## config.mk

```make
export PLATFORM = sky130hd
export DESIGN_NAME = pkh_queue
export DESIGN_NICKNAME = d
export VERILOG_FILES = /design/src/hw/rtl/pkh_queue.sv
export SDC_FILE = /design/constraint.sdc
export NUM_CORES = 1
export LEC_CHECK = 0
export BUFFER_PORTS_ARGS = -buffer_cell sky130_fd_sc_hd__buf_2
export CAP_MARGIN = 20
export CORE_MARGIN = 8
export CORE_UTILIZATION = 52
export CTS_CLUSTER_DIAMETER = 120
export DETAILED_ROUTE_END_ITERATION = 10
export PLACE_DENSITY = 0.85
export SLEW_MARGIN = 20
export SYNTH_ARGS = -nofsm -noshare
export SYNTH_HDL_FRONTEND = slang
export SYNTH_SLANG_ARGS = --single-unit
```

## constraint.sdc

```tcl
create_clock -name clk -period 3.45 [get_ports clk]
set_clock_uncertainty 0.2 [all_clocks]
set_input_delay 0.345 -clock clk [delete_from_list [all_inputs] [get_ports clk]]
set_output_delay 0.345 -clock clk [all_outputs]
set_load 0.01 [all_outputs]
```

## src/hw/rtl/pkh_queue.sv

```systemverilog
// two entry queue between hash front and probe back
module pkh_queue #(
    parameter int WIDTH = 8
) (
    input  logic             clk,
    input  logic             rst_n,
    input  logic             in_valid,
    output logic             in_ready,
    input  logic [WIDTH-1:0] in_data,
    output logic             out_valid,
    input  logic             out_ready,
    output logic [WIDTH-1:0] out_data
);

    logic [WIDTH-1:0] ent_reg [2];
    logic       wr_ptr_reg, wr_ptr_next;
    logic       rd_ptr_reg, rd_ptr_next;
    logic [1:0] cnt_reg, cnt_next;
    logic       push, pop;

    assign in_ready  = (cnt_reg != 2'd2);
    assign out_valid = (cnt_reg != 2'd0);
    assign out_data  = ent_reg[rd_ptr_reg];
    assign push      = in_valid && in_ready;
    assign pop       = out_valid && out_ready;

    always_comb
    begin
        wr_ptr_next = push ? ~wr_ptr_reg : wr_ptr_reg;
        rd_ptr_next = pop ? ~rd_ptr_reg : rd_ptr_reg;
        cnt_next    = cnt_reg + 2'(push) - 2'(pop);
    end

    always_ff @(posedge clk or negedge rst_n)
    begin
        if (!rst_n)
        begin
            wr_ptr_reg <= 1'b0;
            rd_ptr_reg <= 1'b0;
            cnt_reg    <= 2'd0;
        end
        else
        begin
            wr_ptr_reg <= wr_ptr_next;
            rd_ptr_reg <= rd_ptr_next;
            cnt_reg    <= cnt_next;
        end
    end

    always_ff @(posedge clk)
    begin
        if (push)
        begin
            ent_reg[wr_ptr_reg] <= in_data;
        end
    end

endmodule

```

# == Word level (Yosys, flattened, before mapping) ==
# Memories as Yosys holds them, arrays and structs flattened.
# Cells that the tools add are included.
# word_totals
register_bits,4
ram_bits,16
input_bits,12
output_inout_bits,10
elab_cells,14
memories,1
# mem_list
memory,depth,width,rd,rd_ports_with_merged_regs,write_ports,line_no,source
ent_reg,2,8,1,0,1,15,logic [WIDTH-1:0] ent_reg [2];
# classes
n_addsub,2
eq_ne,1
n_mux,2
bitwise,2
n_reduce_logical,3
# ops
operator,count
adder 2 x 1 -> 2 bit,1
logical AND 1 bit,2
2-to-1 mux 1 bit,2
"!= test 2 bit, second input constant",1
NOT 1 bit,2
nonzero test 2 bit,1
subtractor 2 x 1 -> 2 bit,1

# == Longest topological paths before layout ==
# logic_depth
word_depth,4
ltp_mapped,7
mapped_depth_nobuf,7

# == Least setup slack after synthesis ==
# OpenSTA, ideal clock, no wires.
# synth_path
path_type,register to register
start,register cnt_reg[1]
end,register cnt_reg[1]
setup_time_ns,0.123
arrival_ns,1.537
required_ns,3.127
path_slack_ns,1.591
path_stages_with_launch,8
n_path_buf,0
synth_period_minus_slack_ns,1.859
cell_sequence,dfrtp_1 or2_1 and2_4 ha_1 inv_1 ha_1 xnor2_1 xnor2_1
# synth_between
word_cells_on_any_way,6
classes_between,add/sub (2); eq/ne (1); reduce/logical (3)
# synth_rtl
element,line_no,source
from (decl),18,"logic [1:0] cnt_reg, cnt_next;"
from (signal assigned),46,cnt_reg <= cnt_next;
nonzero test 2 bit,22,assign out_valid = (cnt_reg != 2'd0);
via out_valid,10,"output logic out_valid,"
logical AND 1 bit,25,assign pop = out_valid && out_ready;
via pop,19,"logic push, pop;"
subtractor 2 x 1 -> 2 bit,31,cnt_next = cnt_reg + 2'(push) - 2'(pop);
via cnt_next[1],18,
# The timed path passes the listed nets, and every way through them passes these cells.
# A chain may end at the register's enable or synchronous reset.

# == Worst setup path in the final report ==
# layout_path
start,register rd_ptr_reg
end,output out_data[7]
# layout_between
elab_chain_cells,1
# layout_lines
element,line_no,source
from (decl),17,"logic rd_ptr_reg, rd_ptr_next;"
from (signal assigned),45,rd_ptr_reg <= rd_ptr_next;
memory read (2 x 8 bit),n/a,
to (decl),12,output logic [WIDTH-1:0] out_data
# Every way passes these cells.

==> out/summary.md <==
Data arrival time of the worst path: 1.39 ns. In the post-synthesis netlist, the biggest area contributors are sky130_fd_sc_hd__edfxtp_1, sky130_fd_sc_hd__dfrtp_1, sky130_fd_sc_hd__mux2_1, sky130_fd_sc_hd__xnor2_1, sky130_fd_sc_hd__ha_1. Setup repair after global routing left no endpoint under its margin. For the number of antenna violations at the first check in global routing, the log shows 0.

After routing, the total negative slack on setup checks comes to 0 ns. TritonCTS built the clock tree. The startpoint identified for the worst register-to-register timing path is cnt_reg[1].

The run finished with clean final reports. The first routing iteration left 3 violations. The clock latency of the later-clocked register in the worst-skew pair is 0.29 ns, and the number of resized instances in the post-cts repair step is 0.

The number of clock sinks seen by CTS came out at 20. The die covers 2980 sq um. The tools report the type of destination of the critical path as a primary output. The worst hold path begins at in_data[2]. The tools report the post-detailed-route DRC marker count as 0. The tools report the total of warnings raised by yosys as 0. The run gives 14 as the floorplan row count. The number of endpoints failing setup at the final stage is 0, and the final-layout fill cell count is 116. In this run the worst path has a maximum fanout of 9. The clock-pin slew reported for the worst setup and hold paths after clock tree synthesis is 0.10 ns.

The highest-delay cell along the critical path was sky130_fd_sc_hd__dfrtp_1. The core region is 1450 sq um. The most used standard cell by instance count after synthesis is sky130_fd_sc_hd__edfxtp_1.

The run gives 64.0% as the final core utilization. Once detail routing completed, the nets flagged for antenna violations numbered 0. The logs give 1.52 ns for the final worst setup slack and 9.37% for the total track usage. Counting the buffers created by CTS gives 3. After synthesis, the share of flip-flops with an asynchronous set or reset is 20.0%. After synthesis, the netlist uses 14 different library cells. Ranked by instance count, the synthesized netlist is headed by sky130_fd_sc_hd__edfxtp_1, sky130_fd_sc_hd__mux2_1, sky130_fd_sc_hd__dfrtp_1, sky130_fd_sc_hd__xnor2_1, sky130_fd_sc_hd__ha_1. The required time of the critical path is 2.90 ns. The setup check on the worst reg-to-reg path leaves a slack of 1.55 ns. Startpoint type of the worst setup path: a flop. The total vias in the final route is 430. The layout-stage area growth over the synthesis result came out at 20.2%. The gate count after technology mapping is 42. In this run the critical register-to-register path is captured at cnt_reg[1]. The share of cells above drive strength 1 came out at 37.3%.

The critical path class is flop to primary output. The minimum clock period is 1.93 ns. The final critical-path share of the clock period was 56.0%. The number of nets in the synthesized netlist is 56. The static power due to leakage was 0.378 nW. The largest single stage delay on the critical path is 0.58 ns.

Ratio of total power to cell area: 787 nW/um^2. The run gives 53.3% as the starting density of the core. Routability-driven placement finished with a final weighted congestion of 0.718. For this run, the leading register cell type out of synthesis is sky130_fd_sc_hd__edfxtp_1. 0 antenna diodes ended up in the layout. Summing all multi-input logic gate instances after layout gives 185 sq um. The count of final max-slew check failures was 0.

The tools report the count of TritonRoute iterations in the first routing pass as 2. The die is 54.6 microns tall. Worst min-delay path class: input port to flop. The routed length per placed instance works out to 15.0 microns. For this run the aggregate overflow at the end of global routing stands at 0. After detailed routing, the number of vias per cell comes to 5.18. The logs give 518 MHz for the fmax and 1 for the depth of the CTS H-tree. The cell depth of the worst min-delay path came out at 1. The register area is 581 sq um, and the via count of the first global-routing pass is 455. Once the clock tree was built, the setup fixing pass inserted 0 buffers. Average footprint of a synthesized cell: 18.4 sq um. The worst-margin pin slew was 0.665 ns; the number of buffer cells added on primary ports was 21. For the tightest slew margin relative to the limit, the log shows 55.5%. The run gives 2 as the deepest clock path buffer count.

The floorplan step set the die width to 54.6 microns. In this run the cell area of the synthesized design comes to 774 sq um. The count of nets after finishing is 82. The pin count of the biggest net entering global routing was 12.

For the number of hold violations in the final report, the log shows 0. At the placement stage, the worst setup path has a slack of 1.55 ns. The number of flops mapped to enable cells by yosys was 16; the worst vdd rail ir drop was 0.000387 V. The flip-flop count of the largest register after layout was 16. Wire length of the first global-routing pass: 1.90 mm. Root buffer selected by CTS: sky130_fd_sc_hd__clkbuf_4. Summed over all layers, the routed wires come to 1.25 mm.

For the total half-perimeter wirelength after legalization and detailed placement, the log shows 975 microns. The top cell type by area accounts for 62.0% of the synthesized area. The max-capacitance violation count was 0. Synthesis inferred 20 register bits.

Walking the worst path, the cells encountered are mux2_1, buf_2. The biggest area consumer among synthesized cells is sky130_fd_sc_hd__edfxtp_1. The tools report the destination of the worst hold path as ent_reg[0][2]. After synthesis, flip-flops and latches occupy 75.0% of the total area. For this design the top-level I/O count stands at 22. The number of cell instances on the worst register-to-register path came out at 7.
[power by group]
| group | switching, mW | internal [mW] | leakage, nW |
|---|---|---|---|
| logic | 0.122 | 0.121 | 0.168 |
| clock network | 0.0656 | 0.0449 | 0.0150 |
| registers | 0.0419 | 0.338 | 0.195 |
[logic make-up (layout without fill, tap and decap cells)]
kind of cell	count (synthesis)	after routing	synth area share, %
buffers and inverters	2	27	1.13
multiplexers	8	8	11.6
adder cells (fa/ha/maj)	2	2	3.23
flip-flops	20	20	75.0
AND/OR/NAND/NOR	6	6	4.52
XOR/XNOR	4	4	4.52
[through the flow]
stage	total power, mW	instances	cell area (sq um)	hold WS (ns)
after global routing	0.776	83	931	0.0282
after floorplan	0.544	42	774	-0.151
after CTS	0.747	83	931	0.0333
after detailed placement	0.638	78	895	-0.0400
final	0.733	83	931	0.0361
after global placement	0.623	78	895	-0.0450
[cells in the final DEF (no fill, tap or decap)]
cell and count:
sky130_fd_sc_hd__dlygate4sd3_1 1, sky130_fd_sc_hd__inv_1 1, sky130_fd_sc_hd__xnor2_1 3, sky130_fd_sc_hd__and3_1 1, sky130_fd_sc_hd__and2_4 1, sky130_fd_sc_hd__xor2_1 1, sky130_fd_sc_hd__mux2_1 8, sky130_fd_sc_hd__dfrtp_1 4
sky130_fd_sc_hd__buf_2 21, sky130_fd_sc_hd__clkbuf_4 3, sky130_fd_sc_hd__nor2_1 1, sky130_fd_sc_hd__or2_1 1, sky130_fd_sc_hd__edfxtp_1 16, sky130_fd_sc_hd__nand2b_1 1, sky130_fd_sc_hd__nand2_1 1, sky130_fd_sc_hd__clkbuf_1 1
sky130_fd_sc_hd__ha_1 2
[worst max-delay path by stage]
stage | start | to | slack (ns) | cells after the start
global placement | cnt_reg[1] | cnt_reg[1] | 1.62 | 7
finish | rd_ptr_reg | out_data[7] | 1.52 | 2
floorplan | cnt_reg[1] | cnt_reg[1] | 1.59 | 7
global route | rd_ptr_reg | out_data[5] | 1.43 | 2
CTS | rd_ptr_reg | out_data[5] | 1.48 | 2
detailed placement | cnt_reg[1] | cnt_reg[1] | 1.55 | 7
[area by class of cell]
cell class	instances	share of cell area, %
repair buffers	22	12.4
flip-flops and latches	20	62.4
well taps	16	2.15
inverters	1	0.403
multi-input cells	20	19.9
clock buffers	4	2.82
[worst max-delay path, delay by kind of cell, from the launching register on]
family | cells | cell delay [ns]
flip-flops | 1 | 0.58
buffers and inverters | 1 | 0.15
multiplexers | 1 | 0.37
[routing by layer]
| metal | global-route usage (%) | routed length [microns] |
|---|---|---|
| met4 | 6.15 | 29 |
| met1 | 9.39 | 509 |
| met2 | 15.8 | 613 |
| met5 | 0 | 0 |
| met3 | 3.53 | 94 |
[repair_timing]
| action | CTS | global route |
|---|---|---|
| hold endpoints to repair | 4 | 0 |
| setup endpoints to repair | 0 | 0 |
| hold buffers | 1 | 0 |
Power figures use the tool's default switching activity.
