<file path="src/hw/rtl/pkh_pkg.sv">
// shared types and constants of the pair key hash table
package pkh_pkg;

    localparam int CAPACITY_DEF = 1024;
    localparam int KEY_BITS_DEF = 16;

    localparam logic [31:0] MIX_MUL = 32'h045d9f3b;
    localparam int MIX_SHIFT = 16;
    localparam int LOAD_SCALE = 100;

    localparam int SLOT_W = 10;
    localparam int CONTACT_W = 8;
    localparam int LIMIT_W = 7;
    localparam logic [LIMIT_W-1:0] LOAD_LIMIT_RST = 7'd70;

    // apb register map, one 32-bit word per register
    localparam int APB_ADDR_W = 3;
    localparam int APB_DATA_W = 32;
    localparam logic REG_LOAD_LIMIT = 1'b0;

    typedef enum logic [1:0] {
        CMD_GET     = 2'd0,
        CMD_SET     = 2'd1,
        CMD_GET_INS = 2'd2,
        CMD_REMOVE  = 2'd3
    } cmd_t;

    typedef enum logic [1:0] {
        ST_FOUND     = 2'd0,
        ST_INSERTED  = 2'd1,
        ST_NOT_FOUND = 2'd2,
        ST_FULL      = 2'd3
    } status_t;

    typedef enum logic [2:0] {
        BK_CLEAR,
        BK_IDLE,
        BK_READ,
        BK_CHECK,
        BK_DONE
    } back_state_t;

endpackage

</file>
<file path="src/hw/rtl/pkh_req_if.sv">
// request channel of the pair key hash table
interface pkh_req_if;
    logic        valid;
    logic        ready;
    logic [1:0]  cmd;
    logic [15:0] key_i;
    logic [15:0] key_j;
    logic [7:0]  contact_count;

    modport source (output valid, cmd, key_i, key_j, contact_count, input ready);
    modport sink (input valid, cmd, key_i, key_j, contact_count, output ready);
endinterface

</file>
<file path="src/hw/rtl/pkh_front.sv">
// hash front: accepts requests, mixes the key, reduces to a start slot
module pkh_front
    import pkh_pkg::*;
#(
    parameter int CAPACITY = CAPACITY_DEF,
    parameter int KEY_BITS = KEY_BITS_DEF
) (
    input  logic clk,
    input  logic rst_n,
    pkh_req_if.sink req,
    output logic out_valid,
    input  logic out_ready,
    output logic [2+2*KEY_BITS+CONTACT_W+$clog2(CAPACITY)-1:0] out_data
);

    localparam int IDX_W = $clog2(CAPACITY);
    localparam int TAG_W = 2 + 2 * KEY_BITS + CONTACT_W;
    localparam int NSTG  = 6;
    localparam logic [31:0] RECIP = 32'((64'd1 << 32) / CAPACITY);

    function automatic logic [31:0] fold(input logic [31:0] h);
        fold = (h >> MIX_SHIFT) ^ h;
    endfunction

    logic [NSTG-1:0]  v_reg;
    logic [TAG_W-1:0] tag_reg [NSTG];
    logic [31:0] k1_reg, h2_reg, h3_reg, hf4_reg, q4_reg, hf5_reg, pr5_reg;
    logic [IDX_W-1:0] r6_reg;
    logic en;
    logic [KEY_BITS-1:0] ki_m, kj_m;
    logic [TAG_W-1:0] tag_in;
    logic [63:0] qprod;
    logic [63:0] cprod;
    logic [31:0] diff, r_next;

    assign en        = !(v_reg[NSTG-1] && !out_ready);
    assign req.ready = en;
    assign out_valid = v_reg[NSTG-1];
    assign out_data  = {tag_reg[NSTG-1], r6_reg};

    always_comb
    begin
        ki_m   = req.key_i[KEY_BITS-1:0];
        kj_m   = req.key_j[KEY_BITS-1:0];
        tag_in = {req.cmd, ki_m, kj_m, req.contact_count};
        // floor(h * 2^32 / c) / 2^32 undershoots the quotient by at most one
        qprod  = 64'(fold(h3_reg)) * 64'(RECIP);
        cprod  = 64'(q4_reg) * 64'(CAPACITY);
        diff   = hf5_reg - pr5_reg;
        r_next = (diff >= 32'(CAPACITY)) ? diff - 32'(CAPACITY) : diff;
    end

    always_ff @(posedge clk or negedge rst_n)
    begin
        if (!rst_n)
        begin
            v_reg <= '0;
        end
        else if (en)
        begin
            v_reg <= {v_reg[NSTG-2:0], req.valid};
        end
    end

    always_ff @(posedge clk)
    begin
        if (en)
        begin
            tag_reg[0] <= tag_in;
            for (int s = 1; s < NSTG; s++)
            begin
                tag_reg[s] <= tag_reg[s-1];
            end
            k1_reg  <= 32'(kj_m) * 32'(kj_m) + 32'(ki_m);
            h2_reg  <= fold(k1_reg) * MIX_MUL;
            h3_reg  <= fold(h2_reg) * MIX_MUL;
            hf4_reg <= fold(h3_reg);
            q4_reg  <= qprod[63:32];
            hf5_reg <= hf4_reg;
            pr5_reg <= cprod[31:0];
            r6_reg  <= IDX_W'(r_next);
        end
    end

endmodule

</file>
<file path="src/flat_wrapper.sv">
// flat-port wrapper written by rule: the top's interface ports become plain ports
module pkh_front_flat import pkh_pkg::*;
#(
    parameter int CAPACITY = CAPACITY_DEF,
    parameter int KEY_BITS = KEY_BITS_DEF
)
  (clk, rst_n, out_valid, out_ready, out_data, req_valid, req_cmd, req_key_i, req_key_j, req_contact_count, req_ready);
  pkh_req_if req_i ();
  input  logic clk;
  input  logic rst_n;
  output logic out_valid;
  input  logic out_ready;
  output logic [2+2*KEY_BITS+CONTACT_W+$clog2(CAPACITY)-1:0] out_data;
  input wire logic [$bits(req_i.valid)-1:0] req_valid;
  input wire logic [$bits(req_i.cmd)-1:0] req_cmd;
  input wire logic [$bits(req_i.key_i)-1:0] req_key_i;
  input wire logic [$bits(req_i.key_j)-1:0] req_key_j;
  input wire logic [$bits(req_i.contact_count)-1:0] req_contact_count;
  output wire logic [$bits(req_i.ready)-1:0] req_ready;
  assign req_i.valid = req_valid;
  assign req_i.cmd = req_cmd;
  assign req_i.key_i = req_key_i;
  assign req_i.key_j = req_key_j;
  assign req_i.contact_count = req_contact_count;
  assign req_ready = req_i.ready;
  pkh_front #(.CAPACITY(CAPACITY), .KEY_BITS(KEY_BITS)) u_core (.clk(clk), .rst_n(rst_n), .req(req_i), .out_valid(out_valid), .out_ready(out_ready), .out_data(out_data));
endmodule
</file>
<file path="config.mk">
export PLATFORM = sky130hd
export DESIGN_NAME = pkh_front_flat
export DESIGN_NICKNAME = d
export VERILOG_FILES = /design/src/hw/rtl/pkh_pkg.sv /design/src/hw/rtl/pkh_req_if.sv /design/src/hw/rtl/pkh_front.sv /design/src/flat_wrapper.sv
export SDC_FILE = /design/constraint.sdc
export NUM_CORES = 2
export LEC_CHECK = 0
export BUFFER_PORTS_ARGS = -buffer_cell sky130_fd_sc_hd__buf_2
export CAP_MARGIN = 20
export CORE_MARGIN = 4
export CORE_UTILIZATION = 59
export CTS_CLUSTER_DIAMETER = 200
export CTS_CLUSTER_SIZE = 20
export DETAILED_ROUTE_END_ITERATION = 8
export GPL_TIMING_DRIVEN = 0
export HOLD_SLACK_MARGIN = 0.05
export PLACE_DENSITY = 0.81
export SYNTH_ARGS = -nofsm -noshare
export SYNTH_HDL_FRONTEND = slang
export SYNTH_SLANG_ARGS = --single-unit
</file>
<file path="constraint.sdc">
create_clock -name clk -period 11.1 [get_ports clk]
set_input_delay 0.555 -clock clk [delete_from_list [all_inputs] [get_ports clk]]
set_output_delay 0.555 -clock clk [all_outputs]
set_load 0.02 [all_outputs]
</file>
* Yosys cells after proc, flatten, opt, wreduce, memory -nomap -nowiden
Memories as Yosys holds them, arrays and structs flattened.
Index checks and enable logic that the tools add are counted.
** Storage, ports and cells
- Flip-flop bits (word level) :: 220
- Bits in writable memories :: 252
- Input port bits :: 46
- Word-level logic and storage cells :: 25
- Bits in read-only memories :: 0
- Memories kept :: 1
- Bits in latches :: 0
** Memories
- u_core.tag_reg :: words 6, bits a word 42, rd ports 6, clocked after memory_dff 0, wr ports 6, RTL line pkh_front.sv:26 : logic [TAG_W-1:0] tag_reg [NSTG];
** Operators by class
- Bitwise gates (word level) :: 3
- Reduce and logical (&&, ||, !) cells :: 3
- Order comparisons :: 1
- Div/mod/pow operators :: 0
- Shifts and indexed selects :: 0
- Equality and inequality tests :: 0
- Muxes and demuxes :: 2
- Multipliers :: 3
- $add $sub $neg :: 3
** Operators with widths (count)
- 16-bit by 32-bit XOR with 32-bit output :: 3
- 32-bit by 27-bit multiplier with 32-bit output (second input constant) :: 2
- 32-bit by 16-bit adder with 32-bit output :: 1
- 32-bit by 11-bit greater-or-equal comparator with 1-bit output (second input constant) :: 1
- 16-bit by 16-bit multiplier with 32-bit output :: 1
- 32-bit subtractor :: 1
- 10-bit two-way mux :: 1
- 10-bit by 1-bit subtractor with 10-bit output (second input constant) :: 1
- 1-bit zero test :: 2
- 1-bit logical AND :: 1
- 1-bit two-way mux :: 1

* Longest topological paths before layout
- Word-level depth :: 3
- Mapped depth :: 25

* Worst setup path before layout
No wires, ideal clock.
- Path type :: input -> register
- Start :: in out_ready
- End :: reg u_core.v_reg[0]
- Arrival time :: 12.310 ns
- Stages on the path :: 3
- Setup slack :: -1.332 ns
- Path buffers :: 1
- Path through :: nand2b_1 > clkbuf_1 > mux2_2
** On the way
- Longest elaborated chain between the ends :: 2
** RTL lines
- start: declaration :: RTL line flat_wrapper.sv:12 : input logic out_ready;
- 1-bit zero test :: RTL line pkh_front.sv:36 : assign en = !(v_reg[NSTG-1] && !out_ready);
- 1-bit logical AND :: RTL line pkh_front.sv:36
- end signal: assignment :: RTL line pkh_front.sv:61 : v_reg <= {v_reg[NSTG-2:0], req.valid};
- end: declaration :: RTL line pkh_front.sv:25 : logic [NSTG-1:0] v_reg;
No other way between the ends.
A chain may end at the register's enable or synchronous reset.

* Final worst setup path
- Start :: reg u_core.k1_reg[23]
- End :: reg u_core.h2_reg[30] (data pin)
** On the way
- Longest elaborated chain between the ends :: 2
** RTL lines
- start: declaration :: RTL line pkh_front.sv:27 : logic [31:0] k1_reg, h2_reg, h3_reg, hf4_reg, q4_reg, hf5_reg, pr5_reg;
- start signal: assignment :: RTL line pkh_front.sv:74 : k1_reg <= 32'(kj_m) * 32'(kj_m) + 32'(ki_m);
- 16-bit by 32-bit XOR with 32-bit output :: RTL line pkh_front.sv:22 : fold = (h >> MIX_SHIFT) ^ h;
- 32-bit by 27-bit multiplier with 32-bit output :: RTL line pkh_front.sv:75 : h2_reg <= fold(k1_reg) * MIX_MUL;
- end signal: assignment :: RTL line pkh_front.sv:75
- end: declaration :: RTL line pkh_front.sv:27
No other way between the ends.

==> flow_summary.yaml <==
sta:
  max_clock_freq_mhz: 122
  drv_slew: 0
  worst_pin_slew_ns: 1.11
  fin_crit_sh_pct: 73.8
  tns_ns: 0
  setup_violations: 0
  slew_headroom_pct: 26.0
  hold_violations: 0
  finalCriticalPeriod_ns: 8.19
  skew_ns: 0.0328
  rsz0062_at_grt: "no"
setup_path:
  worstReg2RegStart: "u_core.k1_reg[23]$_DFFE_PN_"
  crit_required_ns: 11.40
  critical_path_peak_fanout: 6
  crit_start: "u_core.k1_reg[23]$_DFFE_PN_"
  start_kind: "flip-flop"
  cp-end-kind: "flip-flop"
  critPathArrivalTime_ns: 8.49
  criticalPathCategory: "flip-flop to flip-flop"
synth:
  synth-async-reset-ratio_pct: 1.61
  syn_avg_cell_area_um2: 11.8
  yosysSeqAreaShare_pct: 32.0
  synth_area_um2: 34800
  synth-main-ff-cell: "edfxtp_1"
  synthCells: 2939
  synth_edf_count: 366
  syn_nets: 3925
  synth_warnings: 0
  ys_types: 60
  synth_seq_cells: 372
finish:
  areaGrowthSynthToFinish_pct: 6.38
  drive_above_1_share_pct: 5.12
  largest_reg_flops: 252
  final_nets: 4054
  fin_util_pct: 63.8
  fillCellCount: 4160
floorplan:
  coreArea_um2: 58000
  placementRows: 88
  die_area_um2: 63000
  io_pins: 100
  die_h_um: 251
  die_w_um: 251
  initial_core_util_pct: 60.0
detailed_routing:
  drt-initial-drc-count: 1301
  post_drt_wl_per_cell_um: 19.2
  wirelength_um: 73800
  via_per_inst: 5.29
  ant_nets: 0
  m1WireLength_um: 28300
  dr_wl_met3_um: 4340
  routed-via-count: 20400
  wl_met2_um: 38600
  top_layer_used: "met4"
  drc: 0
  dr.pass1.iters: 8
global_routing:
  grt_overflow: 0
  grt_pass1_wl_um: 119000
  grt_max_degree: 120
  grt_pass1_vias: 23000
  antenna_found_initial: 3
  grt_usage_pct: 24.2
clocking:
  cts_tree: "built"
  cts-buffers-inserted: 22
  clock_sinks: 372
  cts_buffer_depth: 3
  cts-resized-gates: 0
  h-tree-depth: 1
  clkTransAtPathRegs_ns: 0.11
  clock_latency_ns: 0.58
  clk_root_buffer_cell: "clkbuf_16"
min_path:
  hold_path_class: "input pin to flip-flop"
  worstHoldStart: "req_contact_count[6]"
place:
  place_congestion: 0.997
  place_hpwl_um: 60400
  portBuffers: 99
outcome:
  status: "finished, final reports clean"
job:
  cap_violations: 0
[Yosys cell counts (all sizes together), types with 2 or more instances]
cell / n / area (um2)
nand3: 6 / 30.0
and2: 40 / 250
xnor2: 116 / 1020
mux2: 6 / 67.6
edfxtp: 366 / 11000
nand2: 99 / 372
nor4: 2 / 25.0
and4: 2 / 17.5
o21a: 20 / 150
o21ai: 26 / 130
dfrtp: 6 / 150
o211a: 2 / 20.0
o211ai: 3 / 22.5
o31a: 2 / 17.5
o41ai: 3 / 41.3
a21oi: 44 / 224
inv: 993 / 3730
and3: 7 / 43.8
nor3b: 3 / 22.5
clkbuf: 20 / 75.1
a21o: 29 / 218
a211o: 2 / 17.5
a31oi: 4 / 25.0
nor3: 10 / 50.1
a2111oi: 2 / 25.0
nor2: 54 / 203
fa: 536 / 10700
a221oi: 3 / 26.3
nor2b: 11 / 76.3
nand2b: 14 / 87.6
o21bai: 4 / 30.0
a211oi: 14 / 128
or2: 8 / 50.1
nand4: 3 / 18.8
ha: 404 / 5050
xor2: 58 / 508
a31o: 2 / 17.5
[layout by cell type, fill, tap and decap left out, types with 11 or more instances in the layout]
master | synthesis | routed
a21o_1 | 29 | 29
a211oi_1 | 11 | 11
xnor2_1 | 116 | 116
xor2_1 | 58 | 57
fa_1 | 536 | 536
and2_1 | 40 | 40
nand2_1 | 99 | 99
clkbuf_1 | 20 | 35
edfxtp_1 | 366 | 366
a21oi_1 | 43 | 43
ha_1 | 404 | 404
buf_2 | 0 | 99
o21ai_0 | 17 | 17
o21a_1 | 20 | 20
clkbuf_16 | 0 | 22
nand2b_1 | 14 | 14
inv_1 | 993 | 993
nor2_1 | 54 | 54
[metrics by stage]
stage               cells  setup WS [ns]  hold WS (ns)  cell area, um2
floorplan            2939           4.40         0.259           34800
detailed placement   3807           3.01         0.383           36400
global route         3852           2.48         0.156           37000
finish               3852           2.91         0.179           37000
CTS                  3848           2.97         0.149           37000
global placement     3803           2.94         0.375           36300
[worst paths after layout]
kind | end | slack [ns] | cells after the start
min in group asynchronous | u_core.v_reg[0]$_DFFE_PN0N_ | 0.38 | 2
hold / removal | u_core.tag_reg[0][6]$_DFFE_PN_ | 0.18 | 1
max in group asynchronous | u_core.v_reg[4]$_DFFE_PN0N_ | 10.58 | 2
setup / recovery | u_core.h2_reg[30]$_DFFE_PN_ | 2.91 | 23
setup reg to reg | u_core.h2_reg[30]$_DFFE_PN_ | 2.91 | 23
hold reg to reg | u_core.r6_reg[7]$_DFFE_PN_ | 0.42 | 0
[layer usage]
layer | vias to the layer above | track usage [%]
met4 | 0 | 7.94
met1 | 10300 | 30.1
li1 | 9200 | -
met2 | 656 | 43.7
met5 | - | 0
met3 | 191 | 3.52
[cell families (layout without fill, tap and decap cells)]
kind of cell	Yosys count	in the layout	share of synthesized area, %
compound gates	170	170	3.44
xor+xnor	175	175	4.44
fa+ha+maj	940	940	45.3
buf+inv	1013	1158	10.9
flops	372	372	32.0
mux	6	6	0.194
other cells	0	3	0
simple gates	263	263	3.68
[area by class of cell]
class / instances / area [um2] / area share (%)
Timing Repair Buffer: 105 / 603 / 1.63
Tap cell: 765 / 957 / 2.58
Sequential cell: 372 / 11100 / 30.1
Clock inverter: 2 / 25.0 / 0.0676
Buffer: 20 / 85.1 / 0.230
Antenna cell: 3 / 7.51 / 0.0203
Clock buffer: 38 / 611 / 1.65
Inverter: 993 / 3730 / 10.1
Multi-Input combinational cell: 1554 / 19900 / 53.7
[timing repair]
| item | CTS | global route |
|---|---|---|
| buffers inserted | 0 | 0 |
| hold endpoints to repair | 6 | 0 |
| hold buffers | 1 | 0 |
[worst max-delay path, cell delays in order, from the launching register on]
cell,delay (ns)
edfxtp_1,0.63
xnor2_1,0.90
inv_1,0.42
nand2_1,0.31
nand2b_1,0.11
ha_1,0.39
inv_1,0.08
fa_1,0.42
fa_1,0.53
fa_1,0.54
inv_1,0.05
fa_1,0.47
inv_1,0.05
fa_1,0.47
inv_1,0.04
ha_1,0.35
and3_1,0.25
and3_1,0.23
nor4b_2,0.28
a211oi_2,0.12
a2111oi_1,0.38
o21a_1,0.24
nor4_2,0.07
o311ai_1,0.59
Power is left out: the tool's default activity adds up to more than one toggle a clock period on the data nets, which glitch-free logic cannot reach.
